**src/sv/assert_macros.svh**
```systemverilog
// Assertion macros shared by the pixel converter RTL.
// No dependencies; included by files that carry concurrent assertions.
`ifndef ASSERT_MACROS_SVH
`define ASSERT_MACROS_SVH

// Clocked assertion, disabled while reset is asserted (active low).
`define RCV_ASSERT(lbl, ck, rstn, prop, msg) \
    lbl: assert property (@(posedge ck) disable iff (!(rstn)) (prop)) else $error(msg);

// Clocked assertion that also holds during reset.
`define RCV_ASSERT_ALWAYS(lbl, ck, prop, msg) \
    lbl: assert property (@(posedge ck) (prop)) else $error(msg);

`endif

```
**src/sv/rcv_pkg.sv**
```systemverilog
// Package for the RGB to YCbCr / HSV pixel converter: constants, types, weight helper.
// No dependencies.
`timescale 1ns / 1ps

package rcv_pkg;

    localparam int unsigned COEF_FRAC_BITS_DEF = 16;

    // color_mode codes
    localparam logic [1:0] MODE_RGB   = 2'd0;
    localparam logic [1:0] MODE_YCBCR = 2'd1;
    localparam logic [1:0] MODE_HSV   = 2'd2;

    // divider geometry: numerator < 2^20, denominator < 2^12, quotient < 2^9
    localparam int unsigned DIV_NUM_W = 20;
    localparam int unsigned DIV_DEN_W = 12;
    localparam int unsigned DIV_Q_W   = 9;

    // per-pixel data that rides beside the divider stages
    typedef struct packed {
        logic       hsv;
        logic       zero;
        logic [7:0] c0;
        logic [7:0] c1;
        logic [7:0] c2;
    } side_t;

    // weight in parts per ten thousand, rounded to frac fraction bits
    function automatic longint unsigned rcv_coef(longint unsigned w10k, int unsigned frac);
        return ((w10k << frac) + 64'd5000) / 64'd10000;
    endfunction

endpackage

```
**src/sv/rcv_div_stage.sv**
```systemverilog
// One registered bit step of a restoring divider.
// Depends on rcv_pkg for default widths.
`timescale 1ns / 1ps

module rcv_div_stage #(
    parameter int unsigned NUM_W = rcv_pkg::DIV_NUM_W,
    parameter int unsigned DEN_W = rcv_pkg::DIV_DEN_W,
    parameter int unsigned Q_W   = rcv_pkg::DIV_Q_W,
    parameter int unsigned SHIFT = 0
) (
    input  logic             clk,
    input  logic             en,
    input  logic [NUM_W-1:0] rem_in,
    input  logic [DEN_W-1:0] den_in,
    input  logic [Q_W-1:0]   q_in,
    output logic [NUM_W-1:0] rem_out,
    output logic [DEN_W-1:0] den_out,
    output logic [Q_W-1:0]   q_out
);
    import rcv_pkg::*;

    localparam int unsigned CMP_W = NUM_W + DEN_W + Q_W;

    logic [CMP_W-1:0] rem_ext;
    logic [CMP_W-1:0] den_sh;
    logic             ge;
    logic [NUM_W-1:0] rem_next;
    logic [Q_W-1:0]   q_next;
    logic [NUM_W-1:0] rem_reg;
    logic [DEN_W-1:0] den_reg;
    logic [Q_W-1:0]   q_reg;

    always_comb
    begin
        rem_ext  = CMP_W'(rem_in);
        den_sh   = CMP_W'(den_in) << SHIFT;
        ge       = (rem_ext >= den_sh);
        rem_next = ge ? NUM_W'(rem_ext - den_sh) : rem_in;
        q_next   = q_in | (Q_W'(ge) << SHIFT);
    end

    always_ff @(posedge clk)
    begin
        if (en)
        begin
            rem_reg <= rem_next;
            den_reg <= den_in;
            q_reg   <= q_next;
        end
    end

    assign rem_out = rem_reg;
    assign den_out = den_reg;
    assign q_out   = q_reg;

endmodule

```
**src/sv/rgb_to_ycbcr_hsv_pixel_converter_unit.sv**
```systemverilog
// Pipeline: 13 register stages, the first loaded at the input transfer; one pixel per
//   cycle sustained while the output is not stalled.
// Stages: input capture, weight products / max-min, sums and divider operands,
//   nine restoring-divider bit stages, output select register.
// A stalled output freezes the whole pipe; in_ready = !out_valid || out_ready.
// Reset (rst_n, async, low) clears all valid bits and color_mode (passthrough).
`timescale 1ns / 1ps

`include "assert_macros.svh"

module rgb_to_ycbcr_hsv_pixel_converter_unit #(
    parameter int unsigned COEF_FRAC_BITS = rcv_pkg::COEF_FRAC_BITS_DEF
) (
    input  logic       clk,
    input  logic       rst_n,
    input  logic       in_valid,
    output logic       in_ready,
    input  logic [7:0] red_in,
    input  logic [7:0] green_in,
    input  logic [7:0] blue_in,
    output logic       out_valid,
    input  logic       out_ready,
    output logic [7:0] chan0_out,
    output logic [7:0] chan1_out,
    output logic [7:0] chan2_out,
    input  logic       cfg_valid,
    output logic       cfg_ready,
    input  logic [1:0] cfg_data
);
    import rcv_pkg::*;

    localparam int unsigned F     = COEF_FRAC_BITS;
    localparam int unsigned PW    = F + 8;          // weight x sample
    localparam int unsigned ACC_W = F + 12;         // signed sum with offset
    localparam int unsigned NSTG  = 13;
    localparam int unsigned DIV0  = 3;              // valid index of first divider stage

    localparam logic [F-1:0] C_YR  = F'(rcv_coef(2990, F));
    localparam logic [F-1:0] C_YG  = F'(rcv_coef(5870, F));
    localparam logic [F-1:0] C_YB  = F'(rcv_coef(1140, F));
    localparam logic [F-1:0] C_BR  = F'(rcv_coef(1687, F));
    localparam logic [F-1:0] C_BG  = F'(rcv_coef(3313, F));
    localparam logic [F-1:0] C_HALF = F'(rcv_coef(5000, F));
    localparam logic [F-1:0] C_RG  = F'(rcv_coef(4187, F));
    localparam logic [F-1:0] C_RB  = F'(rcv_coef(813, F));

    // ---------------- control ----------------
    logic            en;
    logic [NSTG-1:0] vld_reg;
    logic [NSTG-1:0] vld_next;
    logic [1:0]      color_mode_reg;

    assign en        = !vld_reg[NSTG-1] || out_ready;
    assign in_ready  = en;
    assign cfg_ready = 1'b1;
    assign out_valid = vld_reg[NSTG-1];

    always_comb
    begin
        vld_next = {vld_reg[NSTG-2:0], in_valid};
    end

    always_ff @(posedge clk or negedge rst_n)
    begin
        if (!rst_n)
        begin
            vld_reg        <= '0;
            color_mode_reg <= MODE_RGB;
        end
        else
        begin
            if (en)
                vld_reg <= vld_next;
            if (cfg_valid)
                color_mode_reg <= cfg_data;
        end
    end

    // ---------------- stage A: capture ----------------
    logic [7:0] r_a_reg, g_a_reg, b_a_reg;
    logic [1:0] mode_a_reg;

    always_ff @(posedge clk)
    begin
        if (en)
        begin
            r_a_reg    <= red_in;
            g_a_reg    <= green_in;
            b_a_reg    <= blue_in;
            mode_a_reg <= color_mode_reg;
        end
    end

    // ---------------- stage B: products, max/min, hue numerator ----------------
    logic [7:0]        mx_b_next, mn_b_next, d_b_next;
    logic signed [12:0] n_raw;
    logic [10:0]       n_b_next;
    logic [PW-1:0]     p_b_reg [9];
    logic [7:0]        r_b_reg, g_b_reg, b_b_reg, mx_b_reg, d_b_reg;
    logic [10:0]       n_b_reg;
    logic [1:0]        mode_b_reg;

    always_comb
    begin
        mx_b_next = r_a_reg;
        if (g_a_reg > mx_b_next) mx_b_next = g_a_reg;
        if (b_a_reg > mx_b_next) mx_b_next = b_a_reg;
        mn_b_next = r_a_reg;
        if (g_a_reg < mn_b_next) mn_b_next = g_a_reg;
        if (b_a_reg < mn_b_next) mn_b_next = b_a_reg;
        d_b_next = mx_b_next - mn_b_next;
        // sector rule, red first, then green, then blue
        if (r_a_reg == mx_b_next)
            n_raw = $signed({5'b0, g_a_reg}) - $signed({5'b0, b_a_reg});
        else if (g_a_reg == mx_b_next)
            n_raw = $signed({4'b0, d_b_next, 1'b0}) + $signed({5'b0, b_a_reg})
                  - $signed({5'b0, r_a_reg});
        else
            n_raw = $signed({3'b0, d_b_next, 2'b0}) + $signed({5'b0, r_a_reg})
                  - $signed({5'b0, g_a_reg});
        if (n_raw < 0)
            n_raw = n_raw + $signed(13'(d_b_next) * 13'd6);
        n_b_next = n_raw[10:0];
    end

    always_ff @(posedge clk)
    begin
        if (en)
        begin
            p_b_reg[0] <= PW'(C_YR)   * PW'(r_a_reg);
            p_b_reg[1] <= PW'(C_YG)   * PW'(g_a_reg);
            p_b_reg[2] <= PW'(C_YB)   * PW'(b_a_reg);
            p_b_reg[3] <= PW'(C_BR)   * PW'(r_a_reg);
            p_b_reg[4] <= PW'(C_BG)   * PW'(g_a_reg);
            p_b_reg[5] <= PW'(C_HALF) * PW'(b_a_reg);
            p_b_reg[6] <= PW'(C_HALF) * PW'(r_a_reg);
            p_b_reg[7] <= PW'(C_RG)   * PW'(g_a_reg);
            p_b_reg[8] <= PW'(C_RB)   * PW'(b_a_reg);
            r_b_reg    <= r_a_reg;
            g_b_reg    <= g_a_reg;
            b_b_reg    <= b_a_reg;
            mx_b_reg   <= mx_b_next;
            d_b_reg    <= d_b_next;
            n_b_reg    <= n_b_next;
            mode_b_reg <= mode_a_reg;
        end
    end

    // ---------------- stage C: sums, rounding, divider operands ----------------
    function automatic logic [7:0] round_clamp(input logic signed [ACC_W-1:0] acc);
        logic signed [ACC_W-1:0] t;
        t = acc + (ACC_W'(1) << (F - 1));
        if (t[ACC_W-1])
            return 8'd0;
        else if (|t[ACC_W-2:F+8])
            return 8'd255;
        else
            return t[F+7:F];
    endfunction

    logic signed [ACC_W-1:0] sp [9];
    logic signed [ACC_W-1:0] off;
    logic [7:0]              y_c, cb_c, cr_c;
    side_t                   side_c_next;
    side_t                   side_c_reg;
    logic [DIV_NUM_W-1:0]    hnum_c_reg, snum_c_reg;
    logic [DIV_DEN_W-1:0]    hden_c_reg, sden_c_reg;

    always_comb
    begin
        for (int k = 0; k < 9; k++)
            sp[k] = $signed(ACC_W'(p_b_reg[k]));
        off  = $signed(ACC_W'(128) << F);
        y_c  = round_clamp(sp[0] + sp[1] + sp[2]);
        cb_c = round_clamp(off - sp[3] - sp[4] + sp[5]);
        cr_c = round_clamp(off + sp[6] - sp[7] - sp[8]);

        side_c_next.hsv  = (mode_b_reg == MODE_HSV);
        side_c_next.zero = (d_b_reg == 8'd0);
        side_c_next.c0   = r_b_reg;
        side_c_next.c1   = g_b_reg;
        side_c_next.c2   = b_b_reg;
        case (mode_b_reg)
            MODE_YCBCR:
            begin
                side_c_next.c0 = y_c;
                side_c_next.c1 = cb_c;
                side_c_next.c2 = cr_c;
            end
            MODE_HSV:
            begin
                side_c_next.c2 = mx_b_reg;
            end
            default:
            begin
                side_c_next.c0 = r_b_reg;   // passthrough, also the unused code
            end
        endcase
    end

    always_ff @(posedge clk)
    begin
        if (en)
        begin
            side_c_reg <= side_c_next;
            hnum_c_reg <= DIV_NUM_W'(n_b_reg) * DIV_NUM_W'(510)
                        + DIV_NUM_W'(d_b_reg) * DIV_NUM_W'(6);
            hden_c_reg <= DIV_DEN_W'(d_b_reg) * DIV_DEN_W'(12);
            snum_c_reg <= DIV_NUM_W'(d_b_reg) * DIV_NUM_W'(510) + DIV_NUM_W'(mx_b_reg);
            sden_c_reg <= DIV_DEN_W'(mx_b_reg) << 1;
        end
    end

    // ---------------- divider stages: one quotient bit each ----------------
    logic [DIV_NUM_W-1:0] h_rem [DIV_Q_W+1];
    logic [DIV_DEN_W-1:0] h_den [DIV_Q_W+1];
    logic [DIV_Q_W-1:0]   h_q   [DIV_Q_W+1];
    logic [DIV_NUM_W-1:0] s_rem [DIV_Q_W+1];
    logic [DIV_DEN_W-1:0] s_den [DIV_Q_W+1];
    logic [DIV_Q_W-1:0]   s_q   [DIV_Q_W+1];
    side_t                side_d_reg [DIV_Q_W+1];

    assign h_rem[0]      = hnum_c_reg;
    assign h_den[0]      = hden_c_reg;
    assign h_q[0]        = '0;
    assign s_rem[0]      = snum_c_reg;
    assign s_den[0]      = sden_c_reg;
    assign s_q[0]        = '0;
    assign side_d_reg[0] = side_c_reg;

    for (genvar k = 0; k < DIV_Q_W; k++)
    begin : g_div
        rcv_div_stage #(
            .NUM_W (DIV_NUM_W),
            .DEN_W (DIV_DEN_W),
            .Q_W   (DIV_Q_W),
            .SHIFT (DIV_Q_W - 1 - k)
        ) u_hue (
            .clk     (clk),
            .en      (en),
            .rem_in  (h_rem[k]),
            .den_in  (h_den[k]),
            .q_in    (h_q[k]),
            .rem_out (h_rem[k+1]),
            .den_out (h_den[k+1]),
            .q_out   (h_q[k+1])
        );

        rcv_div_stage #(
            .NUM_W (DIV_NUM_W),
            .DEN_W (DIV_DEN_W),
            .Q_W   (DIV_Q_W),
            .SHIFT (DIV_Q_W - 1 - k)
        ) u_sat (
            .clk     (clk),
            .en      (en),
            .rem_in  (s_rem[k]),
            .den_in  (s_den[k]),
            .q_in    (s_q[k]),
            .rem_out (s_rem[k+1]),
            .den_out (s_den[k+1]),
            .q_out   (s_q[k+1])
        );

        always_ff @(posedge clk)
        begin
            if (en)
                side_d_reg[k+1] <= side_d_reg[k];
        end
    end

    // ---------------- output stage ----------------
    side_t                side_o;
    logic [DIV_Q_W-1:0]   hq_o, sq_o;
    logic [7:0]           chan0_next, chan1_next;
    logic [7:0]           chan0_reg, chan1_reg, chan2_reg;

    always_comb
    begin
        side_o     = side_d_reg[DIV_Q_W];
        hq_o       = h_q[DIV_Q_W];
        sq_o       = s_q[DIV_Q_W];
        chan0_next = side_o.c0;
        chan1_next = side_o.c1;
        if (side_o.hsv)
        begin
            if (side_o.zero)
            begin
                // grey or black pixel: hue and saturation are zero
                chan0_next = 8'd0;
                chan1_next = 8'd0;
            end
            else
            begin
                chan0_next = hq_o[DIV_Q_W-1] ? 8'd255 : hq_o[7:0];
                chan1_next = sq_o[7:0];
            end
        end
    end

    always_ff @(posedge clk)
    begin
        if (en)
        begin
            chan0_reg <= chan0_next;
            chan1_reg <= chan1_next;
            chan2_reg <= side_o.c2;
        end
    end

    assign chan0_out = chan0_reg;
    assign chan1_out = chan1_reg;
    assign chan2_out = chan2_reg;

    // ---------------- checks ----------------
    // live HSV quotient at the divider output
    logic hsv_chk;
    assign hsv_chk = vld_reg[DIV0+DIV_Q_W-1] && side_o.hsv && !side_o.zero;

    `RCV_ASSERT(a_stall_freezes_valids, clk, rst_n, !en |=> $stable(vld_reg), "valids moved")
    `RCV_ASSERT(a_sat_fits_byte, clk, rst_n, hsv_chk |-> !sq_o[DIV_Q_W-1], "sat overflow")
    `RCV_ASSERT(a_hue_bound, clk, rst_n, hsv_chk |-> (hq_o <= DIV_Q_W'(257)), "hue overflow")

endmodule

```
**config.mk**
```make
export PLATFORM = sky130hd
export DESIGN_NAME = rgb_to_ycbcr_hsv_pixel_converter_unit
export DESIGN_NICKNAME = d
export VERILOG_FILES = /design/src/sv/rcv_pkg.sv /design/src/sv/rcv_div_stage.sv /design/src/sv/rgb_to_ycbcr_hsv_pixel_converter_unit.sv
export VERILOG_INCLUDE_DIRS = /design/src /design/src/sv
export SDC_FILE = /design/constraint.sdc
export NUM_CORES = 2
export LEC_CHECK = 0
export ABC_CLOCK_PERIOD_IN_PS = 30700
export BUFFER_PORTS_ARGS = -buffer_cell sky130_fd_sc_hd__buf_2
export CAP_MARGIN = 20
export CELL_PAD_IN_SITES_DETAIL_PLACEMENT = 2
export CELL_PAD_IN_SITES_GLOBAL_PLACEMENT = 2
export CORE_MARGIN = 3
export CORE_UTILIZATION = 41
export CTS_CLUSTER_DIAMETER = 150
export DETAILED_ROUTE_END_ITERATION = 7
export GPL_TIMING_DRIVEN = 0
export PLACE_DENSITY = 0.77
export SYNTH_ARGS = -nofsm -noshare
export SYNTH_HDL_FRONTEND = slang
export SYNTH_SLANG_ARGS = --single-unit
```
**constraint.sdc**
```tcl
create_clock -name clk -period 30.7 [get_ports clk]
set_input_delay 1.535 -clock clk [delete_from_list [all_inputs] [get_ports clk]]
set_output_delay 1.535 -clock clk [all_outputs]
set_load 0.005 [all_outputs]
```
==> results.cfg <==
[status]
status = completed

[detailed_routing]
routedWlPerCell_um = 23.9
drt_iter0_markers = 2182
drt_first_pass_iters = 5
ant_nets = 0
wirelength_mm = 184
drc_errors = 0
via_per_inst = 5.36
num_vias = 41300

[synth]
ys_warn_count = 0
synth-main-ff-cell = edfxtp_1
yosysTopAreaCell = edfxtp_1
syn-mean-instance-area_sq_um = 12.3
yosysSeqAreaShare_pct = 49.6
synth.top_cell.area_share_pct = 49.0
syn_nets = 6421
synth_edf_count = 1072
ys_top_cells_by_area = edfxtp_1, ha_1, fa_1, inv_1, xnor2_1
async_reset_ff_share_pct = 1.38
netlist_area_sq_um = 65700
yosysUniqueCellTypes = 78
ys_ff_latch = 1087
synthCells = 5327

[die]
die_y_um = 406
initial_core_util_pct = 41.4
die_x_um = 406
boundaryPins = 58
rows = 146
fp.coreArea_sq_um = 159000
dieArea_sq_um = 165000

[sta]
skew_ns = 0.0343
final.period_utilization_pct = 41.0
worst_pin_slew_ns = 1.20
slew_headroom_pct = 19.8
setup_viol = 0
fin_ws_ns = 18.13
max_freq_mhz = 79.5
period_minus_slack_ns = 12.57
hold_viol_final = 0
slew_viol_final = 0
fin_hold_ws_ns = 0.409
rsz0062_at_grt = no

[setup_path]
crit_arrival_ns = 13.03
critPathMaxStageDelay_ns = 1.09
endpoint_kind = flip-flop
critPathRequiredTime_ns = 31.15
crit_top_cell = a21oi_1
crit_type = reg -> reg
worstPathMaxFanout = 11
worst_setup_path_start_kind = flip-flop
critPathSlowestCell = edfxtp_1

[clock_tree]
cts_made_buffers = 130
post_cts_buffers = 0
clock-root-buffer = clkbuf_16
numClockSinks = 1087
cts-resized-gates = 0
clk_path_buf_depth = 3
cts.reportedPaths.clkPinSlew_ns = 0.06
ctsHoldBuffers = 0
cts_tree = done
htreeDepth = 4
clock_latency_ns = 0.75

[cells_and_area]
layout-drive-gt1-share_pct = 5.67
regArea_sq_um = 32600
fillers = 15700
stdcell_area_sq_um = 73200
layout.nets = 6628
largest_reg_flops = 234
finalCoreUtilization_pct = 46.1
area_delta_synth_final_pct = 11.5
multi_input_area_sq_um = 29900

[hold_path]
min_path_type = reg -> reg

[global_route]
grt_first_pass_wirelength_mm = 287
gr-total-overflow = 0
grt_max_degree = 141
grt_usage_pct = 22.6
grt_pass1_vias = 47900
antenna_found_initial = 2

[placement]
hpwl_mm = 139
pre_cts_ws_ns = 18.32
placedInstanceArea_sq_um = 69000
portBuffers = 56
gp_congestion = 0.826

[run]
max-cap-violations = 0
metrics by stage:
| stage | instances | TNS, ns |
|---|---|---|
| final | 7701 | 0 |
| after global routing | 7700 | 0 |
| after CTS | 7698 | 0 |
| after detailed placement | 7472 | 0 |
| after global placement | 7455 | -7259.09 |
| after floorplan | 5327 | 0 |
worst max-delay path, delay by kind of cell (launching register included):
| family | cells | cell delay, ns |
|---|---|---|
| compound gates | 20 | 4.96 |
| fa+ha+maj | 7 | 2.55 |
| buf+inv | 7 | 1.26 |
| flops | 1 | 1.09 |
| xor+xnor | 3 | 1.07 |
| mux | 1 | 0.81 |
| simple gates | 3 | 0.54 |
area by class of cell:
cell class                      instances  share of cell area, %
Antenna cell                            1                0.00342
Buffer                                 52                  0.314
Clock buffer                          150                   4.60
Clock inverter                         76                   1.10
Inverter                              811                   4.16
Multi-Input combinational cell       3377                   40.8
Sequential cell                      1087                   44.5
Tap cell                             2072                   3.54
Timing Repair Buffer                   75                   1.03
cell families after synthesis:
logic type	after synthesis	synth area share, %
DFF	1087	49.6
adders and majority gates	1063	23.3
AOI/OAI and AO/OA	919	8.64
and+or+nand+nor	903	6.75
buffers and inverters	863	4.97
xor gates and xnor gates	422	5.65
muxes	69	1.13
other	1	0.00571
final timing paths:
path                                 startpoint                 to  slack (ns)  cells past startpoint
worst max-delay path                 r_a_reg[3]        n_b_reg[10]       18.13                     41
worst min-delay path            side_d_reg[147]    side_d_reg[121]        0.41                      0
worst max register to register       r_a_reg[3]        n_b_reg[10]       18.13                     41
worst min register to register  side_d_reg[147]    side_d_reg[121]        0.41                      0
max in group asynchronous                 rst_n        vld_reg[12]       29.69                      1
min in group asynchronous                 rst_n  color_mode_reg[1]        0.72                      1
cell usage after synthesis (all sizes together) (8+ instances only):
| library cell | instances |
|---|---|
| edfxtp | 1072 |
| inv | 811 |
| ha | 796 |
| a21oi | 308 |
| xnor2 | 288 |
| nor2 | 285 |
| fa | 267 |
| o21ai | 221 |
| nand2 | 193 |
| a21o | 140 |
| xor2 | 134 |
| o21bai | 69 |
| nand2b | 65 |
| nor2b | 63 |
| nor3 | 63 |
| clkbuf | 45 |
| nor4 | 43 |
| nand4 | 41 |
| mux2 | 35 |
| nand3 | 35 |
| mux2i | 34 |
| and2 | 24 |
| a211oi | 21 |
| o31ai | 20 |
| o21a | 19 |
| dfrtp | 15 |
| or3 | 15 |
| a31oi | 14 |
| a21boi | 13 |
| and3 | 13 |
| o221ai | 13 |
| nand3b | 11 |
| o211ai | 11 |
| or2 | 11 |
| or4 | 11 |
| nand4b | 10 |
| o22ai | 9 |
| a22oi | 8 |
| nor4b | 8 |
cells in the final DEF (no fill, tap or decap), drive strengths merged, types with 13 or more instances in the layout:
| cell type | count |
|---|---|
| a21oi | 308 |
| mux2i | 34 |
| edfxtp | 1072 |
| nor4 | 43 |
| clkinv | 53 |
| o21ai | 221 |
| a31oi | 14 |
| xnor2 | 288 |
| xor2 | 134 |
| nor2b | 63 |
| nand2 | 193 |
| nand2b | 65 |
| o21a | 19 |
| dfrtp | 15 |
| and2 | 24 |
| nand4 | 41 |
| o21bai | 69 |
| a211oi | 21 |
| clkbuf | 195 |
| nor3 | 63 |
| nor2 | 285 |
| nand3 | 35 |
| ha | 796 |
| o221ai | 13 |
| buf | 82 |
| inv | 818 |
| a21boi | 13 |
| fa | 267 |
| o31ai | 20 |
| a21o | 140 |
| mux2 | 35 |
| or3 | 15 |
| and3 | 13 |
routing by layer:
metal  vias up  GRT usage (%)  part of all wire (%)
met4         0           7.65                   3.5
met2       608           42.4                    53
li1      19200              -                     -
met5         -              0                     0
met1     21100           26.6                    41
met3       323           2.79                   2.7
Power is left out: the tool's default activity adds up to more than one toggle a clock period on the data nets, which glitch-free logic cannot reach.
